## src/rtl/c6502ex_pkg.sv

```systemverilog
package c6502ex_pkg;

	// Field widths
	localparam int unsigned BYTE_W   = 8;
	localparam int unsigned WORD_W   = 16;
	localparam int unsigned KIND_W   = 2;
	localparam int unsigned IN_W     = 24;
	localparam int unsigned OUT_W    = 80;
	localparam int unsigned ZP_DEPTH = 256;
	localparam int unsigned ZP_AW    = 8;

	// Fixed addresses
	localparam logic [WORD_W-1:0] PC_RESET   = 16'hFFFC;
	localparam logic [WORD_W-1:0] STACK_BASE = 16'h0100;

	// Write kind codes
	localparam logic [KIND_W-1:0] WK_NONE = 2'd0;
	localparam logic [KIND_W-1:0] WK_BYTE = 2'd1;
	localparam logic [KIND_W-1:0] WK_WORD = 2'd2;

	// Supported opcodes
	localparam logic [BYTE_W-1:0] OP_AND_IMM = 8'h29;
	localparam logic [BYTE_W-1:0] OP_LDA_IMM = 8'hA9;
	localparam logic [BYTE_W-1:0] OP_LDA_ZP  = 8'hA5;
	localparam logic [BYTE_W-1:0] OP_LDA_ZPX = 8'hB5;
	localparam logic [BYTE_W-1:0] OP_LDX_IMM = 8'hA2;
	localparam logic [BYTE_W-1:0] OP_LDX_ZP  = 8'hA6;
	localparam logic [BYTE_W-1:0] OP_LDY_IMM = 8'hA0;
	localparam logic [BYTE_W-1:0] OP_LDY_ZP  = 8'hA4;
	localparam logic [BYTE_W-1:0] OP_NOP     = 8'hEA;
	localparam logic [BYTE_W-1:0] OP_STA_ZP  = 8'h85;
	localparam logic [BYTE_W-1:0] OP_STA_ZPX = 8'h95;
	localparam logic [BYTE_W-1:0] OP_STX_ZP  = 8'h86;
	localparam logic [BYTE_W-1:0] OP_STX_ZPY = 8'h96;
	localparam logic [BYTE_W-1:0] OP_STY_ZP  = 8'h84;
	localparam logic [BYTE_W-1:0] OP_STY_ZPX = 8'h94;
	localparam logic [BYTE_W-1:0] OP_STX_ABS = 8'h8E;
	localparam logic [BYTE_W-1:0] OP_STY_ABS = 8'h8C;
	localparam logic [BYTE_W-1:0] OP_JSR     = 8'h20;

	// Architectural registers
	typedef struct packed {
		logic [BYTE_W-1:0] acc;
		logic [BYTE_W-1:0] x;
		logic [BYTE_W-1:0] y;
		logic              z;
		logic              n;
		logic [WORD_W-1:0] pc;
	} arch_t;

	// Byte write into the zero-page store
	typedef struct packed {
		logic             we;
		logic [ZP_AW-1:0] addr;
		logic [BYTE_W-1:0] data;
	} zp_wr_t;

	// Memory write report and status of one instruction
	typedef struct packed {
		logic [KIND_W-1:0] write_kind;
		logic [WORD_W-1:0] write_address;
		logic [WORD_W-1:0] write_data;
		logic              unsupported;
	} exec_rpt_t;

endpackage

```

## src/rtl/cpu6502_subset_execute_core.sv

```systemverilog
// Executes one instruction of a small 6502 subset per item.
// Input channel s_axis: one item is a whole instruction (opcode and two
// operand bytes, unused bytes ignored). Output channel m_axis: one item per
// instruction with A, X, Y, Z, N, the next program counter, the memory write
// it made (none, byte or little-endian word) and an unsupported-opcode flag.
// The zero-page read is issued at the accepting edge, together with the input
// stage register; the execute stage then fills the output register.
// Throughput is one item per cycle while the receiver does not stall, set by
// the execute stage and the one read port of the zero-page memory;
// a store and a following load of the same address are forwarded.
// Reset clears A, X, Y and the flags, sets the program counter to 0xFFFC and
// marks the whole zero-page store as zero through per-entry valid bits, so
// items are accepted right after reset. When the receiver stalls, the
// output register holds; once the input stage is full it holds too and
// s_axis_tready falls. No item is lost or repeated.
module cpu6502_subset_execute_core (
	input  logic        clk,
	input  logic        arst_n,
	input  logic        s_axis_tvalid,
	output logic        s_axis_tready,
	// [7:0] opcode, [15:8] operand_low, [23:16] operand_high
	input  logic [c6502ex_pkg::IN_W-1:0]  s_axis_tdata,
	output logic        m_axis_tvalid,
	input  logic        m_axis_tready,
	// [7:0] acc_value, [15:8] x_value, [23:16] y_value, [24] zero_flag,
	// [25] negative_flag, [41:26] next_pc, [43:42] write_kind,
	// [59:44] write_address, [75:60] write_data, [76] unsupported, rest zero
	output logic [c6502ex_pkg::OUT_W-1:0] m_axis_tdata
);

	import c6502ex_pkg::*;

	logic              in_accept;
	logic              s1_adv;
	logic              valid_s1;
	logic [BYTE_W-1:0] opcode_s1;
	logic [BYTE_W-1:0] operand_low_s1;
	logic [BYTE_W-1:0] operand_high_s1;
	arch_t             arch_q;
	arch_t             arch_nxt;
	exec_rpt_t         rpt;
	zp_wr_t            zp_wr;
	zp_wr_t            zp_wr_gated;
	logic [BYTE_W-1:0] zp_rdata;
	logic [BYTE_W-1:0] x_fwd;
	logic [BYTE_W-1:0] rd_index;
	logic [ZP_AW-1:0]  rd_addr;
	logic              out_valid_q;
	logic [OUT_W-1:0]  out_data_q;

	// Handshake: the input stage moves whenever the output register frees up.
	assign s1_adv        = valid_s1 && (!out_valid_q || m_axis_tready);
	assign s_axis_tready = !valid_s1 || s1_adv;
	assign in_accept     = s_axis_tvalid && s_axis_tready;
	assign m_axis_tvalid = out_valid_q;
	assign m_axis_tdata  = out_data_q;

	// Input stage.
	always_ff @(posedge clk or negedge arst_n) begin
		if (!arst_n) begin
			valid_s1 <= 1'b0;
		end else if (s_axis_tready) begin
			valid_s1 <= s_axis_tvalid;
		end
	end

	always_ff @(posedge clk) begin
		if (in_accept) begin
			opcode_s1       <= s_axis_tdata[7:0];
			operand_low_s1  <= s_axis_tdata[15:8];
			operand_high_s1 <= s_axis_tdata[23:16];
		end
	end

	// Zero-page read address, with X taken from the instruction now executing.
	assign x_fwd    = valid_s1 ? arch_nxt.x : arch_q.x;
	assign rd_index = (s_axis_tdata[7:0] == OP_LDA_ZPX) ? x_fwd : '0;
	assign rd_addr  = s_axis_tdata[15:8] + rd_index;

	always_comb begin
		zp_wr_gated    = zp_wr;
		zp_wr_gated.we = zp_wr.we && s1_adv;
	end

	c6502ex_zp_store u_zp_store (
		.clk    (clk),
		.arst_n (arst_n),
		.rd_en  (in_accept),
		.rd_addr(rd_addr),
		.wr     (zp_wr_gated),
		.rd_data(zp_rdata)
	);

	c6502ex_exec u_exec (
		.opcode      (opcode_s1),
		.operand_low (operand_low_s1),
		.operand_high(operand_high_s1),
		.cur         (arch_q),
		.zp_rdata    (zp_rdata),
		.nxt         (arch_nxt),
		.rpt         (rpt),
		.zp_wr       (zp_wr)
	);

	// Architectural registers.
	always_ff @(posedge clk or negedge arst_n) begin
		if (!arst_n) begin
			arch_q <= '{acc: '0, x: '0, y: '0, z: 1'b0, n: 1'b0, pc: PC_RESET};
		end else if (s1_adv) begin
			arch_q <= arch_nxt;
		end
	end

	// Output register.
	always_ff @(posedge clk or negedge arst_n) begin
		if (!arst_n) begin
			out_valid_q <= 1'b0;
		end else if (s1_adv) begin
			out_valid_q <= 1'b1;
		end else if (m_axis_tready) begin
			out_valid_q <= 1'b0;
		end
	end

	always_ff @(posedge clk) begin
		if (s1_adv) begin
			out_data_q <= {3'b000, rpt.unsupported, rpt.write_data, rpt.write_address,
				rpt.write_kind, arch_nxt.pc, arch_nxt.n, arch_nxt.z,
				arch_nxt.y, arch_nxt.x, arch_nxt.acc};
		end
	end

endmodule

```

## src/rtl/c6502ex_ram.sv

```systemverilog
module c6502ex_ram #(
	parameter int unsigned WIDTH = 8,
	parameter int unsigned DEPTH = 256
) (
	input  logic                     clk,
	input  logic                     we,
	input  logic [$clog2(DEPTH)-1:0] waddr,
	input  logic [WIDTH-1:0]         wdata,
	input  logic                     re,
	input  logic [$clog2(DEPTH)-1:0] raddr,
	output logic [WIDTH-1:0]         rdata
);

	logic [WIDTH-1:0] mem_q [DEPTH];

	// One write port, one registered read port; read data holds without re.
	always_ff @(posedge clk) begin
		if (we) begin
			mem_q[waddr] <= wdata;
		end
		if (re) begin
			rdata <= mem_q[raddr];
		end
	end

endmodule

```

## src/rtl/c6502ex_zp_store.sv

```systemverilog
module c6502ex_zp_store (
	input  logic                        clk,
	input  logic                        arst_n,
	input  logic                        rd_en,
	input  logic [c6502ex_pkg::ZP_AW-1:0]  rd_addr,
	input  c6502ex_pkg::zp_wr_t         wr,
	output logic [c6502ex_pkg::BYTE_W-1:0] rd_data
);

	import c6502ex_pkg::*;

	logic [ZP_DEPTH-1:0] vld_q;
	logic [BYTE_W-1:0]   ram_rdata;
	logic                hit_s1;
	logic                vld_s1;
	logic [BYTE_W-1:0]   fwd_data_s1;

	c6502ex_ram #(
		.WIDTH(BYTE_W),
		.DEPTH(ZP_DEPTH)
	) u_ram (
		.clk  (clk),
		.we   (wr.we),
		.waddr(wr.addr),
		.wdata(wr.data),
		.re   (rd_en),
		.raddr(rd_addr),
		.rdata(ram_rdata)
	);

	// Valid bits: an entry never written reads as zero.
	always_ff @(posedge clk or negedge arst_n) begin
		if (!arst_n) begin
			vld_q <= '0;
		end else if (wr.we) begin
			vld_q[wr.addr] <= 1'b1;
		end
	end

	// A write landing in the same cycle as the read is forwarded.
	always_ff @(posedge clk or negedge arst_n) begin
		if (!arst_n) begin
			hit_s1 <= 1'b0;
			vld_s1 <= 1'b0;
		end else if (rd_en) begin
			hit_s1 <= wr.we && (wr.addr == rd_addr);
			vld_s1 <= vld_q[rd_addr];
		end
	end

	always_ff @(posedge clk) begin
		if (rd_en) begin
			fwd_data_s1 <= wr.data;
		end
	end

	// Resolve the read data.
	always_comb begin
		if (hit_s1) begin
			rd_data = fwd_data_s1;
		end else if (vld_s1) begin
			rd_data = ram_rdata;
		end else begin
			rd_data = '0;
		end
	end

endmodule

```

## src/rtl/c6502ex_exec.sv

```systemverilog
module c6502ex_exec (
	input  logic [c6502ex_pkg::BYTE_W-1:0] opcode,
	input  logic [c6502ex_pkg::BYTE_W-1:0] operand_low,
	input  logic [c6502ex_pkg::BYTE_W-1:0] operand_high,
	input  c6502ex_pkg::arch_t             cur,
	input  logic [c6502ex_pkg::BYTE_W-1:0] zp_rdata,
	output c6502ex_pkg::arch_t             nxt,
	output c6502ex_pkg::exec_rpt_t         rpt,
	output c6502ex_pkg::zp_wr_t            zp_wr
);

	import c6502ex_pkg::*;

	logic [WORD_W-1:0] abs_addr;
	logic [BYTE_W-1:0] zpx_addr;
	logic [BYTE_W-1:0] zpy_addr;
	logic [WORD_W-1:0] pc_base;
	logic [1:0]        len;
	logic              ld;
	logic [BYTE_W-1:0] ld_val;

	assign abs_addr = {operand_high, operand_low};
	assign zpx_addr = operand_low + cur.x;
	assign zpy_addr = operand_low + cur.y;

	// Decode and execute one instruction.
	always_comb begin
		nxt     = cur;
		rpt     = '0;
		pc_base = cur.pc;
		len     = 2'd2;
		ld      = 1'b0;
		ld_val  = '0;
		case (opcode)
			OP_AND_IMM: begin
				nxt.acc = cur.acc & operand_low;
				ld = 1'b1; ld_val = nxt.acc;
			end
			OP_LDA_IMM: begin
				nxt.acc = operand_low;
				ld = 1'b1; ld_val = nxt.acc;
			end
			OP_LDA_ZP, OP_LDA_ZPX: begin
				nxt.acc = zp_rdata;
				ld = 1'b1; ld_val = nxt.acc;
			end
			OP_LDX_IMM: begin
				nxt.x = operand_low;
				ld = 1'b1; ld_val = nxt.x;
			end
			OP_LDX_ZP: begin
				nxt.x = zp_rdata;
				ld = 1'b1; ld_val = nxt.x;
			end
			OP_LDY_IMM: begin
				nxt.y = operand_low;
				ld = 1'b1; ld_val = nxt.y;
			end
			OP_LDY_ZP: begin
				nxt.y = zp_rdata;
				ld = 1'b1; ld_val = nxt.y;
			end
			OP_NOP: begin
				len = 2'd1;
			end
			OP_STA_ZP: begin
				rpt.write_kind    = WK_BYTE;
				rpt.write_address = {8'h00, operand_low};
				rpt.write_data    = {8'h00, cur.acc};
			end
			OP_STA_ZPX: begin
				rpt.write_kind    = WK_BYTE;
				rpt.write_address = {8'h00, zpx_addr};
				rpt.write_data    = {8'h00, cur.acc};
			end
			OP_STX_ZP: begin
				rpt.write_kind    = WK_BYTE;
				rpt.write_address = {8'h00, operand_low};
				rpt.write_data    = {8'h00, cur.x};
			end
			OP_STX_ZPY: begin
				rpt.write_kind    = WK_BYTE;
				rpt.write_address = {8'h00, zpy_addr};
				rpt.write_data    = {8'h00, cur.x};
			end
			OP_STY_ZP: begin
				rpt.write_kind    = WK_BYTE;
				rpt.write_address = {8'h00, operand_low};
				rpt.write_data    = {8'h00, cur.y};
			end
			OP_STY_ZPX: begin
				rpt.write_kind    = WK_BYTE;
				rpt.write_address = {8'h00, zpx_addr};
				rpt.write_data    = {8'h00, cur.y};
			end
			OP_STX_ABS: begin
				len = 2'd3;
				rpt.write_kind    = WK_BYTE;
				rpt.write_address = abs_addr;
				rpt.write_data    = {8'h00, cur.x};
			end
			OP_STY_ABS: begin
				len = 2'd3;
				rpt.write_kind    = WK_BYTE;
				rpt.write_address = abs_addr;
				rpt.write_data    = {8'h00, cur.y};
			end
			OP_JSR: begin
				// Push the return address minus one as a word and jump.
				len     = 2'd0;
				pc_base = abs_addr;
				rpt.write_kind    = WK_WORD;
				rpt.write_address = STACK_BASE;
				rpt.write_data    = cur.pc + 16'd2;
			end
			default: begin
				len = 2'd1;
				rpt.unsupported = 1'b1;
			end
		endcase
		if (ld) begin
			nxt.z = (ld_val == '0);
			nxt.n = ld_val[BYTE_W-1];
		end
		nxt.pc = pc_base + {14'd0, len};
	end

	// Only byte writes below 0x100 reach the zero-page store.
	always_comb begin
		zp_wr.we   = (rpt.write_kind == WK_BYTE) && (rpt.write_address[15:8] == 8'h00);
		zp_wr.addr = rpt.write_address[ZP_AW-1:0];
		zp_wr.data = rpt.write_data[BYTE_W-1:0];
	end

endmodule
```

## config.mk

```make
export PLATFORM = sky130hd
export DESIGN_NAME = cpu6502_subset_execute_core
export DESIGN_NICKNAME = d
export VERILOG_FILES = /design/src/rtl/c6502ex_pkg.sv /design/src/rtl/cpu6502_subset_execute_core.sv /design/src/rtl/c6502ex_ram.sv /design/src/rtl/c6502ex_zp_store.sv /design/src/rtl/c6502ex_exec.sv
export SDC_FILE = /design/constraint.sdc
export NUM_CORES = 2
export LEC_CHECK = 0
export ABC_AREA = 1
export BUFFER_PORTS_ARGS = -buffer_cell sky130_fd_sc_hd__buf_2
export CORE_ASPECT_RATIO = 1.1
export CORE_UTILIZATION = 50
export DETAILED_ROUTE_END_ITERATION = 8
export PLACE_DENSITY = 0.65
export SYNTH_ARGS = -nofsm -noshare
export SYNTH_HDL_FRONTEND = slang
export SYNTH_SLANG_ARGS = --single-unit
```

## constraint.sdc

```tcl
create_clock -name clk -period 18.8 [get_ports clk]
set_input_delay 1.88 -clock clk [delete_from_list [all_inputs] [get_ports clk]]
set_output_delay 1.88 -clock clk [all_outputs]
set_load 0.05 [all_outputs]
```

==> flow_summary_export.csv <==
group,metric,value,unit
worst_setup_path,cp-endpoint,"u_zp_store.u_ram.rdata[4]",
status,status,"finished clean",
placed_design,dpl_cell_area,105000,sq um
final_layout,fillers,16700,
detailed_routing,ant_nets,0,
power,p_per_area,105,nW/um^2
worst_setup_path,startpoint,"s_axis_tdata[7]",
floorplanning,pin_count,110,
floorplanning,start_util,50.4,%
detailed_routing,wire_per_inst,25.1,um
timing,period_needed,7.80,ns
detailed_routing,via_per_inst,6.02,
job,drv_cap,0,
timing,hold_ws,0.457,ns
worst_setup_path,arrival,8.56,ns
placed_design,pre_cts_ws,10.25,ns
yosys,syn_inst,8989,
timing,fmax,128,MHz
power,clkPwrFrac,40.0,%
yosys,ys_warn_count,0,
clock_network,clock_path_buffers,3,
timing,tns,0,ns
final_layout,layout_common_cells,"2165 x edfxtp_1, 1486 x nor2_1, 1375 x nand2_1",
detailed_routing,firstDrtPassIters,6,
timing,rsz0062_at_grt,"no",
detailed_routing,wl,295,mm
worst_setup_path,path_max_fanout,177,
power,power.switching,2.89,mW
yosys,syn_avg_cell_area,11.3,sq um
power,sequentialPowerShare,51.5,%
worst_setup_path,regToRegEndpoint,"u_zp_store.u_ram.rdata[4]",
global_route,grt_max_degree,209,
timing,setup_viol,0,
timing,fin_crit_sh,41.5,%
detailed_routing,drtIter0Drc,9302,
floorplanning,coreArea,202000,sq um
worst_setup_path,path_class,"in -> reg",
worst_setup_path,cp-start-kind,"input port",
clock_network,cts-htree-levels,4,
global_route,track_usage,28.4,%
global_route,antenna_found_initial,12,
placed_design,io_buffers,106,
final_layout,design_area,112000,sq um
worst_setup_path,end_kind,"register",
yosys,yosysSeqAreaShare,71.2,%
worst_setup_path,crit_required,19.56,ns
worst_setup_path,worst-r2r-cell-count,25,
final_layout,num-nets-final,8886,
timing,hold_violations,0,
power,p_leak,38.9,nW
yosys,synth_seq_cells,2467,
timing,finalMaxSlewViolations,0,
placed_design,dpl.hpwl,164,mm
power,p_total,11.8,mW
clock_network,cts_setup_buffers,0,
clock_network,cts_resized,0,
timing,relSlewSlack,12.9,%
clock_network,ctsHoldBuffers,0,
detailed_routing,vias,70700,
global_route,grt_pass1_vias,67700,
global_route,gr-total-overflow,0,
power,p_int,8.91,mW
clock_network,cts_made_buffers,233,
worst_setup_path,r2r-start,"opcode_s1[6]",
global_route,grt_pass1_wl,438,mm
floorplanning,dieArea,206000,sq um
timing,fin_ws,11.00,ns
clock_network,tritoncts,"done",
worst_setup_path,timing.reg2reg.setup_slack,11.04,ns
clock_network,clk_latency,0.89,ns
yosys,synth_cell_type_count,48,
yosys,syn-cell-area,102000,sq um
timing,worst_pin_slew,1.31,ns
floorplanning,fp.dieH,476,um
hold_path,hp-class,"reg -> reg",
clock_network,clkTransAtPathRegs,0.07,ns
floorplanning,die_w,433,um
clock_network,cts.sinks,2467,
power,switching_share,24.5,%
placed_design,gp_congestion,0.924,
detailed_routing,drc,0,
power,share_comb_of_total_power,8.5,%
clock_network,root_buffer,"clkbuf_16",
floorplanning,row_count,173,
timing,skew,0.0442,ns
final_layout,layout_commonest_cell,"edfxtp_1",
power,peakVddDrop,0.104,mV
final_layout,drive_gt1_share,7.40,%
final_layout,area_growth,10.2,%
-- per-stage QoR --
step	cells	util (%)
after detailed placement	11300	51.8
after global routing	11800	55.6
after CTS	11700	55.5
after global placement	11300	51.8
after floorplan	8991	-
final	11800	55.6
-- final cells by class --
type	instances	area, sq um	share of cell area [%]
Antenna cell	3	7.51	0.00668
Clock buffer	325	6560	5.84
Clock inverter	118	1110	0.987
Inverter	314	1200	1.07
Multi-Input combinational cell	5588	26000	23.1
Sequential cell	2467	72600	64.6
Tap cell	2712	3390	3.02
Timing Repair Buffer	226	1580	1.40
-- power groups by stage --
stage / Sequential [mW] / Clock, mW / Combinational, mW
after floorplan: 6.28 / 0 / 0.557
after global placement: 6.19 / 0 / 0.974
after detailed placement: 6.19 / 0 / 0.984
after CTS: 6.08 / 4.75 / 0.987
after global routing: 6.08 / 4.96 / 1.08
final: 6.08 / 4.72 / 0.999
-- logic make-up after synthesis --
kind of cell	after synthesis	synth area share (%)
other	1	0.00368
buffers and inverters	936	3.63
xor gates and xnor gates	20	0.172
AOI/OAI and AO/OA	2058	11.0
and+or+nand+nor	3479	13.7
adders and majority gates	28	0.373
DFF	2467	71.2
-- metal layers --
layer | global-route usage, % | routed length [um] | vias up
met4 | 13.5 | 14400 | 14
met2 | 44.6 | 136000 | 3549
met1 | 38.6 | 118000 | 35100
met3 | 4.73 | 26600 | 632
met5 | 0 | 100 | -
li1 | - | - | 31500
-- registers in the layout, indices dropped and copies added, names as in the netlist --
signal                  flops
m_axis_tdata               77
arch_q                     42
u_zp_store.vld_q          256
m_axis_tvalid               1
u_zp_store.fwd_data_s1      8
u_zp_store.u_ram.rdata      8
operand_low_s1              8
opcode_s1                   8
operand_high_s1             8
u_zp_store.vld_s1           1
valid_s1                    1
u_zp_store.hit_s1           1
u_zp_store.u_ram.mem_q   2048
-- synthesized netlist by cell type (all sizes together) --
library cell	instances	area [sq um]
a211oi	1	7.51
a21boi	1	7.51
a21oi	73	365
a22o	1	8.76
a22oi	4	30.0
a31oi	6	43.8
a41oi	1	8.76
and2	2	12.5
buf	221	1020
clkbuf	401	1510
clkinv	4	15.0
conb	1	3.75
dfrtp	288	7210
dfstp	14	368
edfxtp	2165	65000
fa	4	80.1
ha	24	300
inv	310	1160
nand2	1401	5280
nand3	529	2670
nand3b	6	45.0
nand4	19	119
nor2	1498	5670
nor3	17	95.1
nor4	2	12.5
o2111ai	6	52.6
o211ai	65	488
o21ai	1449	7260
o21bai	72	541
o221a	1	11.3
o221ai	15	131
o22ai	361	2260
o31ai	2	15.0
or2	5	31.3
xnor2	7	61.3
xor2	13	114
-- critical path, cell delays in order --
cell     delay, ns
buf_2         0.09
nand2_1       0.05
nor2_1        0.13
nand4_1       0.46
a21oi_1       0.26
o21ai_0       0.11
inv_1         0.11
ha_4          0.14
inv_1         0.05
fa_4          1.00
inv_8         0.52
buf_12        0.45
buf_4         0.76
buf_4         0.70
o21ai_0       0.24
o22ai_1       0.20
nand2_1       0.07
nand3_1       0.15
nand3_1       0.16
nand3_1       0.11
nand3_1       0.14
nand2_1       0.13
nand2_1       0.06
nand2_1       0.10
-- worst min-delay path by stage --
stage | slack (ns) | start | cells past startpoint | end
final | 0.46 | u_zp_store.vld_q[207] | 2 | u_zp_store.vld_q[207]
after global routing | 0.47 | u_zp_store.vld_q[207] | 2 | u_zp_store.vld_q[207]
after CTS | 0.46 | u_zp_store.vld_q[86] | 2 | u_zp_store.vld_q[86]
after detailed placement | 0.45 | u_zp_store.vld_q[86] | 2 | u_zp_store.vld_q[86]
after global placement | 0.44 | u_zp_store.vld_q[66] | 2 | u_zp_store.vld_q[66]
after floorplan | 0.43 | u_zp_store.vld_q[10] | 2 | u_zp_store.vld_q[10]
Note: power is estimated with default switching activity, not from simulation.
